$ cat config.mk
export PLATFORM = sky130hd
export DESIGN_NAME = sensor_message_framer
export DESIGN_NICKNAME = d
export VERILOG_FILES = /design/src/hdl/smf_pkg.sv /design/src/hdl/smf_build.sv /design/src/hdl/smf_serial.sv /design/src/hdl/sensor_message_framer.sv
export SDC_FILE = /design/constraint.sdc
export NUM_CORES = 1
export LEC_CHECK = 0
export BUFFER_PORTS_ARGS = -buffer_cell sky130_fd_sc_hd__buf_4
export CELL_PAD_IN_SITES_DETAIL_PLACEMENT = 0
export CELL_PAD_IN_SITES_GLOBAL_PLACEMENT = 1
export CORE_UTILIZATION = 49
export CTS_CLUSTER_DIAMETER = 100
export DETAILED_ROUTE_END_ITERATION = 8
export HOLD_SLACK_MARGIN = 0.08
export PLACE_DENSITY_LB_ADDON = 0.1
export SETUP_SLACK_MARGIN = 0.5
export SYNTH_ARGS = -nofsm -noshare
export SYNTH_HDL_FRONTEND = slang
export SYNTH_SLANG_ARGS = --single-unit
$ cat constraint.sdc
create_clock -name clk -period 6.4 [get_ports clk]
set_clock_uncertainty 0.05 [all_clocks]
set_input_delay 1.28 -clock clk [delete_from_list [all_inputs] [get_ports clk]]
set_output_delay 1.28 -clock clk [all_outputs]
set_load 0.01 [all_outputs]
$ cat src/hdl/smf_pkg.sv
// ----------------------------------------------------------------------------
// smf_pkg: shared types and constants of the sensor message framer
// Item modes, result status codes, fixed frame characters and the burst
// record that carries one item's bytes from the builder to the serializer.
// ----------------------------------------------------------------------------
package smf_pkg;

	// Item modes.
	localparam logic [1:0] MODE_BEGIN = 2'd0;
	localparam logic [1:0] MODE_ADD   = 2'd1;
	localparam logic [1:0] MODE_CLOSE = 2'd2;

	// Result status codes.
	localparam logic [1:0] ST_OK       = 2'd0;
	localparam logic [1:0] ST_FULL     = 2'd1;
	localparam logic [1:0] ST_NO_FRAME = 2'd2;

	// Fixed frame characters.
	localparam logic [7:0] CH_M = 8'h4D;
	localparam logic [7:0] CH_I = 8'h49;
	localparam logic [7:0] CH_C = 8'h43;
	localparam logic [7:0] CH_S = 8'h53;

	// Header length and the reserve kept free at the end of a frame.
	localparam int HDR_BYTES   = 16;
	localparam int ADD_BYTES   = 4;
	localparam int TAIL_MARGIN = 5;

	// Everything one item produces: up to sixteen result beats.
	typedef struct packed {
		logic                 present;   // item yields at least one beat
		logic [15:0][7:0]     bytes;     // bytes[0] goes out first
		logic [3:0]           last_idx;  // index of the final beat
		logic [1:0]           status;
		logic                 close;     // final beat ends the frame
	} burst_t;

endpackage

$ cat src/hdl/smf_build.sv
// ----------------------------------------------------------------------------
// smf_build: frame state and byte builder
// Holds the source address, message counter, frame length and running sum,
// and forms the complete byte burst of an item in one pass of logic.
// ----------------------------------------------------------------------------
module smf_build #(
	parameter int MAX_FRAME_BYTES = 64
) (
	input  logic            clk,
	input  logic            arst_n,
	input  logic            cfg_we,
	input  logic [47:0]     cfg_data,
	input  logic            take,
	input  logic [1:0]      mode,
	input  logic [47:0]     dest_address,
	input  logic [15:0]     value_type,
	input  logic [15:0]     value_data,
	output smf_pkg::burst_t burst
);

	localparam int         LIMIT   = MAX_FRAME_BYTES - smf_pkg::TAIL_MARGIN;
	localparam logic [8:0] LIMIT_W = 9'(LIMIT);

	logic [47:0] own_address_q;
	logic [10:0] own_sum_q;
	logic [15:0] msg_counter_q;
	logic [7:0]  frame_length_q;
	logic [15:0] byte_sum_q;
	logic        frame_open_q;

	logic [15:0] msg_counter_d;
	logic [7:0]  frame_length_d;
	logic [15:0] byte_sum_d;
	logic        frame_open_d;

	logic [10:0] cfg_sum;
	logic [10:0] dest_sum;
	logic [15:0] begin_sum;
	logic [15:0] add_sum;
	logic        full;

	// Byte sum of a new source address, kept so that a header needs fewer adders.
	always_comb begin
		cfg_sum = '0;
		for (int i = 0; i < 6; i++) begin
			cfg_sum = cfg_sum + 11'(cfg_data[8*i +: 8]);
		end
	end

	always_comb begin
		dest_sum = '0;
		for (int i = 0; i < 6; i++) begin
			dest_sum = dest_sum + 11'(dest_address[8*i +: 8]);
		end
	end

	assign begin_sum = 16'(dest_sum) + 16'(own_sum_q) + 16'(smf_pkg::CH_M)
		+ 16'(smf_pkg::CH_I) + 16'(msg_counter_q[15:8]) + 16'(msg_counter_q[7:0]);

	assign add_sum = byte_sum_q + 16'(value_type[15:8]) + 16'(value_type[7:0])
		+ 16'(value_data[15:8]) + 16'(value_data[7:0]);

	assign full = ({1'b0, frame_length_q} + 9'(smf_pkg::ADD_BYTES)) > LIMIT_W;

	always_comb begin
		burst          = '0;
		msg_counter_d  = msg_counter_q;
		frame_length_d = frame_length_q;
		byte_sum_d     = byte_sum_q;
		frame_open_d   = frame_open_q;
		case (mode)
			smf_pkg::MODE_BEGIN: begin
				burst.present = 1'b1;
				for (int i = 0; i < 6; i++) begin
					burst.bytes[i]     = dest_address[40-8*i +: 8];
					burst.bytes[6 + i] = own_address_q[40-8*i +: 8];
				end
				burst.bytes[12] = smf_pkg::CH_M;
				burst.bytes[13] = smf_pkg::CH_I;
				burst.bytes[14] = msg_counter_q[15:8];
				burst.bytes[15] = msg_counter_q[7:0];
				burst.last_idx  = 4'(smf_pkg::HDR_BYTES - 1);
				burst.status    = smf_pkg::ST_OK;
				msg_counter_d   = msg_counter_q + 16'd1;
				frame_length_d  = 8'(smf_pkg::HDR_BYTES);
				byte_sum_d      = begin_sum;
				frame_open_d    = 1'b1;
			end
			smf_pkg::MODE_ADD: begin
				burst.present = 1'b1;
				if (!frame_open_q) begin
					burst.status = smf_pkg::ST_NO_FRAME;
				end else if (full) begin
					burst.status = smf_pkg::ST_FULL;
				end else begin
					burst.bytes[0] = value_type[15:8];
					burst.bytes[1] = value_type[7:0];
					burst.bytes[2] = value_data[15:8];
					burst.bytes[3] = value_data[7:0];
					burst.last_idx = 4'(smf_pkg::ADD_BYTES - 1);
					burst.status   = smf_pkg::ST_OK;
					frame_length_d = frame_length_q + 8'(smf_pkg::ADD_BYTES);
					byte_sum_d     = add_sum;
				end
			end
			smf_pkg::MODE_CLOSE: begin
				burst.present = 1'b1;
				if (!frame_open_q) begin
					burst.status = smf_pkg::ST_NO_FRAME;
				end else begin
					burst.bytes[0] = smf_pkg::CH_C;
					burst.bytes[1] = smf_pkg::CH_S;
					burst.bytes[2] = byte_sum_q[15:8];
					burst.bytes[3] = byte_sum_q[7:0];
					burst.last_idx = 4'(smf_pkg::ADD_BYTES - 1);
					burst.status   = smf_pkg::ST_OK;
					burst.close    = 1'b1;
					frame_length_d = '0;
					byte_sum_d     = '0;
					frame_open_d   = 1'b0;
				end
			end
			default: begin
				burst.present = 1'b0;
			end
		endcase
	end

	always_ff @(posedge clk or negedge arst_n) begin
		if (!arst_n) begin
			own_address_q <= '0;
			own_sum_q     <= '0;
		end else if (cfg_we) begin
			own_address_q <= cfg_data;
			own_sum_q     <= cfg_sum;
		end
	end

	always_ff @(posedge clk or negedge arst_n) begin
		if (!arst_n) begin
			msg_counter_q  <= '0;
			frame_length_q <= '0;
			byte_sum_q     <= '0;
			frame_open_q   <= 1'b0;
		end else if (take) begin
			msg_counter_q  <= msg_counter_d;
			frame_length_q <= frame_length_d;
			byte_sum_q     <= byte_sum_d;
			frame_open_q   <= frame_open_d;
		end
	end

endmodule

$ cat src/hdl/smf_serial.sv
// ----------------------------------------------------------------------------
// smf_serial: burst register and result serializer
// Holds one item's burst and hands its bytes to the result register one beat
// per cycle unless stalled, taking the next burst as the current one finishes.
// ----------------------------------------------------------------------------
module smf_serial (
	input  logic            clk,
	input  logic            arst_n,
	input  logic            load,
	input  smf_pkg::burst_t burst,
	output logic            accept_ok,
	output logic            result_valid,
	input  logic            result_ready,
	output logic [7:0]      out_byte,
	output logic            byte_valid,
	output logic [1:0]      status,
	output logic            last,
	output logic            frame_end
);

	smf_pkg::burst_t burst_s1;
	logic            burst_valid_s1;
	logic [3:0]      idx_q;
	logic            out_load;
	logic            beat_last;

	assign out_load  = burst_valid_s1 && (!result_valid || result_ready);
	assign beat_last = (idx_q == burst_s1.last_idx);
	assign accept_ok = !burst_valid_s1 || (out_load && beat_last);

	always_ff @(posedge clk or negedge arst_n) begin
		if (!arst_n) begin
			burst_valid_s1 <= 1'b0;
			idx_q          <= '0;
		end else if (load) begin
			burst_valid_s1 <= 1'b1;
			idx_q          <= '0;
		end else if (out_load && beat_last) begin
			burst_valid_s1 <= 1'b0;
		end else if (out_load) begin
			idx_q <= idx_q + 4'd1;
		end
	end

	always_ff @(posedge clk) begin
		if (load) begin
			burst_s1 <= burst;
		end
	end

	always_ff @(posedge clk or negedge arst_n) begin
		if (!arst_n) begin
			result_valid <= 1'b0;
		end else if (out_load) begin
			result_valid <= 1'b1;
		end else if (result_ready) begin
			result_valid <= 1'b0;
		end
	end

	always_ff @(posedge clk) begin
		if (out_load) begin
			out_byte   <= burst_s1.bytes[idx_q];
			byte_valid <= (burst_s1.status == smf_pkg::ST_OK);
			status     <= burst_s1.status;
			last       <= beat_last;
			frame_end  <= burst_s1.close && beat_last;
		end
	end

`ifndef SYNTH
	a_end_is_last: assert property (@(posedge clk) disable iff (!arst_n)
		result_valid && frame_end |-> last && byte_valid)
		else $error("frame end on a beat that is not a final byte");

	a_err_single: assert property (@(posedge clk) disable iff (!arst_n)
		result_valid && !byte_valid |-> last && status != smf_pkg::ST_OK)
		else $error("error result is not a single final beat");

	a_burst_cont: assert property (@(posedge clk) disable iff (!arst_n)
		result_valid && result_ready && !last |=> result_valid)
		else $error("gap inside a burst");

	a_err_len: assert property (@(posedge clk) disable iff (!arst_n)
		burst_valid_s1 && burst_s1.status != smf_pkg::ST_OK |-> burst_s1.last_idx == 4'd0)
		else $error("error burst longer than one beat");
`endif

endmodule

$ cat src/hdl/sensor_message_framer.sv
// ----------------------------------------------------------------------------
// sensor_message_framer: outgoing sensor frame builder
// Turns begin, add and close items into a byte stream with header,
// port values and a closing checksum.
// ----------------------------------------------------------------------------
// Usage. Items arrive on the item channel (item_valid / item_ready) with
// fields mode, dest_address, value_type and value_data. Each item yields a
// burst of result beats on the result channel (result_valid / result_ready):
// sixteen beats for a begin, four for an accepted add or close, a single
// error beat for a rejected add or an add or close with no open frame, and
// none for the unused mode. The source address is written through the
// configuration channel (cfg_valid / cfg_ready / cfg_data), always ready.
// The first beat of an item passes through the burst register and then
// the result register. Throughput: one beat per cycle while the receiver
// is ready; the burst register and its beat index set this.
// The next item is taken in the cycle that the final beat of the current
// burst moves into the result register, so bursts follow without a gap.
// When the receiver stalls, the result register holds its beat and the
// burst register holds the rest; item_ready stays low until the burst drains.
// Reset clears the counter, the frame state, the source address and the
// burst and result valid flags.
// ----------------------------------------------------------------------------
module sensor_message_framer #(
	parameter int MAX_FRAME_BYTES = 64
) (
	input  logic        clk,
	input  logic        arst_n,
	input  logic        cfg_valid,
	output logic        cfg_ready,
	input  logic [47:0] cfg_data,
	input  logic        item_valid,
	output logic        item_ready,
	input  logic [1:0]  mode,
	input  logic [47:0] dest_address,
	input  logic [15:0] value_type,
	input  logic [15:0] value_data,
	output logic        result_valid,
	input  logic        result_ready,
	output logic [7:0]  out_byte,
	output logic        byte_valid,
	output logic [1:0]  status,
	output logic        last,
	output logic        frame_end
);

	smf_pkg::burst_t burst;
	logic            take;
	logic            accept_ok;

	// Configuration is a single register, written on any handshake beat.
	assign cfg_ready = 1'b1;

	// An item is taken whenever the burst register is free or finishing.
	assign item_ready = accept_ok;
	assign take       = item_valid && accept_ok;

	// The builder updates the frame state and forms the whole burst in the
	// cycle the item is taken.
	smf_build #(
		.MAX_FRAME_BYTES(MAX_FRAME_BYTES)
	) u_build (
		.clk         (clk),
		.arst_n      (arst_n),
		.cfg_we      (cfg_valid),
		.cfg_data    (cfg_data),
		.take        (take),
		.mode        (mode),
		.dest_address(dest_address),
		.value_type  (value_type),
		.value_data  (value_data),
		.burst       (burst)
	);

	// The serializer parks the burst and feeds the result register.
	// Items of the unused mode are taken but load nothing.
	smf_serial u_serial (
		.clk         (clk),
		.arst_n      (arst_n),
		.load        (take && burst.present),
		.burst       (burst),
		.accept_ok   (accept_ok),
		.result_valid(result_valid),
		.result_ready(result_ready),
		.out_byte    (out_byte),
		.byte_valid  (byte_valid),
		.status      (status),
		.last        (last),
		.frame_end   (frame_end)
	);

endmodule
; ---- After elaboration in Yosys (flattened, before gate mapping)
; Cells that the tools add are included.
; W data, S select, Z words.
[totals]
ram_bits = 0
n_memories = 0
inputBits = 135
mem_bits_ro = 0
reg_bits = 254
wordCells = 114
output_inout_bits = 16
latch_bits = 0
[classes]
order_cmp = 2
div_mod_pow = 0
bitwise_logic = 0
multipliers = 0
n_eq_ne = 7
reduce_logical = 21
addsub = 23
shift = 0
mux = 28
[ops]
columns = operator, count
row1 = $pmux W38 S3, 1
row2 = $mux W36, 3
row3 = $add A16 B8 Y16, 6
row4 = $add A11 B8 Y11, 8
row5 = $mux W79, 1
row6 = $mux W16, 3
row7 = $pmux W16 S3, 1
row8 = $add A16 B7 Y16 const B, 2
row9 = $bmux W8 S4, 1
row10 = $mux W8, 4
row11 = $pmux W8 S3, 1
row12 = $add A8 B8 Y9, 2
row13 = $add A16 B1 Y16 const B, 1
row14 = $add A11 B11 Y12, 1
row15 = $mux W4, 3
row16 = $add A8 B3 Y9 const B, 1
row17 = $gt A9 B6 Y1 const B, 1
row18 = $add A8 B3 Y8 const B, 1
row19 = $reduce_bool A2 Y1, 4
row20 = $mux W1, 7
row21 = $ne A2 B1 Y1 const B, 3
row22 = $reduce_and A2 Y1, 3
row23 = $logic_and A1 B1 Y1, 5
row24 = $lt A4 B5 Y1 const B, 1
row25 = 13 further kinds, 17

; ---- Logic depth before layout (Yosys ltp)
[depth]
word_depth = 11
ltp_mapped = 32

; ---- Cells and area by module
; From an unflattened synthesis, not the netlist that was laid out.
[unflattened]
hier_cells = 1117
area_unflattened_um2 = 14875.5
[modules_own_cells]
columns = mod, area_per_inst_um2, seq_area_each_um2, cells_per_inst, n_inst
row1 = smf_build, 9102.5, 2452.4, 858, 1
row2 = smf_serial, 5749.3, 4594.4, 255, 1
row3 = sensor_message_framer, 23.8, 0.0, 4, 1

; ---- Least setup slack after synthesis
; OpenSTA, ideal clock, no wires.
[synth_path]
path_type = input port to flip-flop
start = input dest_address[0]
end = register u_build.byte_sum_q[11]
cell_stages = 30
path_buffers = 0
arrival_ps = 7213
path_slack_ps = -958
setup_time_ps = 95
cell_sequence = ha_1 inv_1 fa_1 xnor2_1 fa_1 fa_1 inv_1 fa_1 inv_1 ha_1 a21o_1 a21oi_1 xnor2_1 ha_1 nand3_1 o22ai_1 o21ai_0 nand2b_1 a21oi_1 xor2_1 ha_1 inv_1 fa_1 ha_1 o21ai_0 nand2b_1 a21boi_0 o21ai_1 xor2_1 o31ai_1
[synth_via]
elab_chain_cells = 11
[synth_lines]
columns = element, line_no
row1 = start: declaration, sensor_message_framer.sv:34  ; input logic [47:0] dest_address,
row2 = $add A8 B8 Y9, smf_build.sv:53  ; dest_sum = dest_sum + 11'(dest_address[8*i +: 8]);
row3 = $add A11 B8 Y11 (4 in a row), smf_build.sv:53
row4 = $add A11 B11 Y12, smf_build.sv:57  ; assign begin_sum = 16'(dest_sum) + 16'(own_sum_q) + 16'(smf_pkg::CH_M)
row5 = $add A16 B7 Y16, smf_build.sv:57
row6 = $add A16 B7 Y16, smf_build.sv:58  ; + 16'(smf_pkg::CH_I) + 16'(msg_counter_q[15:8]) + 16'(msg_counter_q[7:0]);
row7 = $add A16 B8 Y16 (2 in a row), smf_build.sv:58
row8 = $pmux W16 S3, smf_build.sv:71  ; case (mode)
row9 = end signal: assignment, smf_build.sv:148  ; byte_sum_q <= byte_sum_d;
row10 = end: declaration, smf_build.sv:28  ; logic [15:0] byte_sum_q;
; Every way passes these cells.
; A chain may end at the register's enable or synchronous reset.

; ---- Worst setup path in the final report
[layout_path]
start = input dest_address[0]
end = register u_build.byte_sum_q[10]
; Same word-level chain as after synthesis.

==> metrics <==
Area Overhead vs Synth=22.7%; RSZ-0062 raised after global routing=yes; largest net degree at the start of global routing=117; sequential-to-total area share from yosys stat=43.9%; fin util=61.4%; DR pass1 iterations=9; most frequent cell after synthesis=inv_1; Layout Nets=1722; routability congestion estimate=0.876; Avg WL per Cell=20.6 µm; Post-DP HPWL=28300 µm; share of layout cells above drive strength 1=30.5%; Hold Path Class=reg2reg; design area=0.0183 mm²; Avg Cell Area, Syn=12.1 µm²; CTS tree=built; CTS Root Cell=clkbuf_16; Synth Register Bits=235; Post-synth top cells=inv_1 (141), edfxtp_1 (131), dfrtp_1 (104); Num CTS Buffers=28; dominant synthesized flop cell=edfxtp_1; Top Ports=151; Final Cycle Share=110%; Clock Tree Buf Depth=3; Worst Path Arrival=7450 ps; Antenna Violating Nets Remaining=0; crit end category=flip-flop; Die Span Y=176 µm; gr usage total=25.1%; Syn Std Cell Area=0.0149 mm²; Cell Rows=63; max_cap viols=0; CP required=6780 ps; Synth Warn #=0; DR vias=10085; Die ar.=0.0311 mm²; FFs w/ async S/R, synth=44.3%; Hold Fails Final Rpt=0; CORE AREA=0.0298 mm²; Synth cell types=68; worst path bufs/invs=7; vias in the first global route=10273; Ant. Diodes=0; f_max=141 MHz; status=complete, but fails checks; slowest CP cell=fa_2; Initial DRC Count=804; slowest stage delay, CP=520 ps; Die X-Extent=176 µm; DRC=0; Place WS=-1350 ps; # H-tree levels=1; wire length on met2=18100 µm; worst-margin pin slew=1300 ps; CP delay by family, top=adder cells; initial antenna violation count=0; highest metal used=met4; Post-DP Area=0.0169 mm²; final setup fails=9; number of clock sinks=235; share of the synthesized area in the top cell type=26.4%; first-pass GRT wire length=58600 µm; violated checks=negative setup slack; routed wl met3=2370 µm; largest area contributor in the netlist=edfxtp_1; Final min period=7070 ps; via/cell ratio=5.53; initial core utilization=50.0%; routed length on met1=16500 µm; WS Path Type=in2reg; Post-Route WL=37700 µm; Clk pin slew, worst setup/hold paths=60 ps; grt ovf=0; Post-Synthesis Cells=1229; Critical Path Fanout Max=4; Clock Latency Late Sink=550 ps; top cells by area, synth=edfxtp_1 (26%), dfrtp_1 (17%), fa_1 (11%); Post-Syn Nets=1539; setup ws final=-670 ps; Post-synth EDFFs=131; port buffer count=149; CP startpoint kind=primary input; slew margin rel.=13.5%; final slew viol count=0
cells in the final DEF (no fill, tap or decap), types with 12 or more instances in the layout:
| master | count |
|---|---|
| nand2_1 | 41 |
| fa_1 | 78 |
| dfrtp_1 | 103 |
| ha_4 | 18 |
| and2_1 | 86 |
| inv_1 | 131 |
| a21oi_1 | 34 |
| mux2i_1 | 12 |
| nand3_1 | 14 |
| buf_4 | 195 |
| nor2_1 | 63 |
| xor2_1 | 16 |
| o21ai_0 | 24 |
| xnor2_1 | 33 |
| a21o_1 | 18 |
| mux4_2 | 27 |
| ha_1 | 69 |
| o21ai_1 | 13 |
| clkbuf_16 | 28 |
| edfxtp_1 | 131 |
| a222oi_1 | 16 |
| o21a_1 | 13 |
| mux2_2 | 57 |
layout make-up:
class / count / area, µm²
clock buffers: 40 / 806
clock inverters: 12 / 206
fillers: 2391 / 11500
inverters: 141 / 529
multi-input cells: 805 / 8170
flip-flops and latches: 235 / 6540
well taps: 390 / 488
repair buffers: 201 / 1540
what timing repair did:
action | CTS | global route
hold buffers | 0 | 0
resized for setup | 37 | 33
pin swaps | 35 | 26
setup buffers | 4 | 3
endpoints found under the setup margin | 11 | 11
logic make-up (layout without fill, tap and decap cells):
| kind of cell | Yosys count | count (layout) | synth area share, % |
|---|---|---|---|
| buf+inv | 189 | 394 | 5.05 |
| mux | 97 | 97 | 9.37 |
| compound gates | 208 | 208 | 10.0 |
| other cells | 1 | 1 | 0.0252 |
| xor+xnor | 59 | 59 | 3.47 |
| fa+ha+maj | 175 | 175 | 18.9 |
| flops | 235 | 235 | 43.9 |
| simple gates | 265 | 265 | 9.33 |
layer usage:
metal,up-vias,track usage (%)
met1,5074,36.3
met5,-,0
li1,4691,-
met4,0,4.71
met2,273,40.6
met3,47,3.49
final timing paths:
check,startpoint,slack [ps],end,cells after the start
worst min register to register,u_serial.burst_s1[2],420,u_serial.status[1],0
worst max register to register,u_build.own_sum_q[0],2460,u_build.byte_sum_q[10],17
max in group asynchronous,arst_n,4350,u_build.own_address_q[30],2
worst max-delay path,dest_address[0],-670,u_build.byte_sum_q[10],29
min in group asynchronous,arst_n,760,u_build.own_address_q[18],1
worst min-delay path,u_serial.burst_s1[2],420,u_serial.status[1],0
flip-flops by register name, summed over array words and instances (netlist names):
register / flops
u_serial.burst_s1: 118
u_build.own_address_q: 48
u_build.byte_sum_q: 16
u_build.msg_counter_q: 16
u_build.own_sum_q: 11
u_serial.out_byte: 8
u_build.frame_length_q: 6
u_serial.idx_q: 4
u_serial.status: 2
u_build.frame_open_q: 1
u_serial.burst_valid_s1: 1
u_serial.byte_valid: 1
u_serial.frame_end: 1
u_serial.last: 1
u_serial.result_valid: 1
worst reg2reg max path, stage by stage, from the launching register on:
cell and delay (ps):
dfrtp_1 390, ha_1 190, inv_1 60, fa_1 470
xor2_2 190, ha_1 280, inv_1 40, fa_1 530
ha_4 160, inv_2 40, fa_2 420, nor2b_4 120
o21ai_2 60, a21o_1 220, a21oi_2 180, xnor2_1 140
o221ai_1 130, o21a_1 140
per-stage QoR:
stage	hold WS, ps	setup TNS, ps	std cells
after floorplan	377	-4930	1229
after global placement	380	-9880	1765
after detailed placement	392	-10910	1765
after CTS	420	-3880	1821
after global routing	424	-5820	1824
final	423	-4160	1824
Power is not shown: default switching activity piles up to over one toggle a cycle in this logic, so the estimate is an artifact.
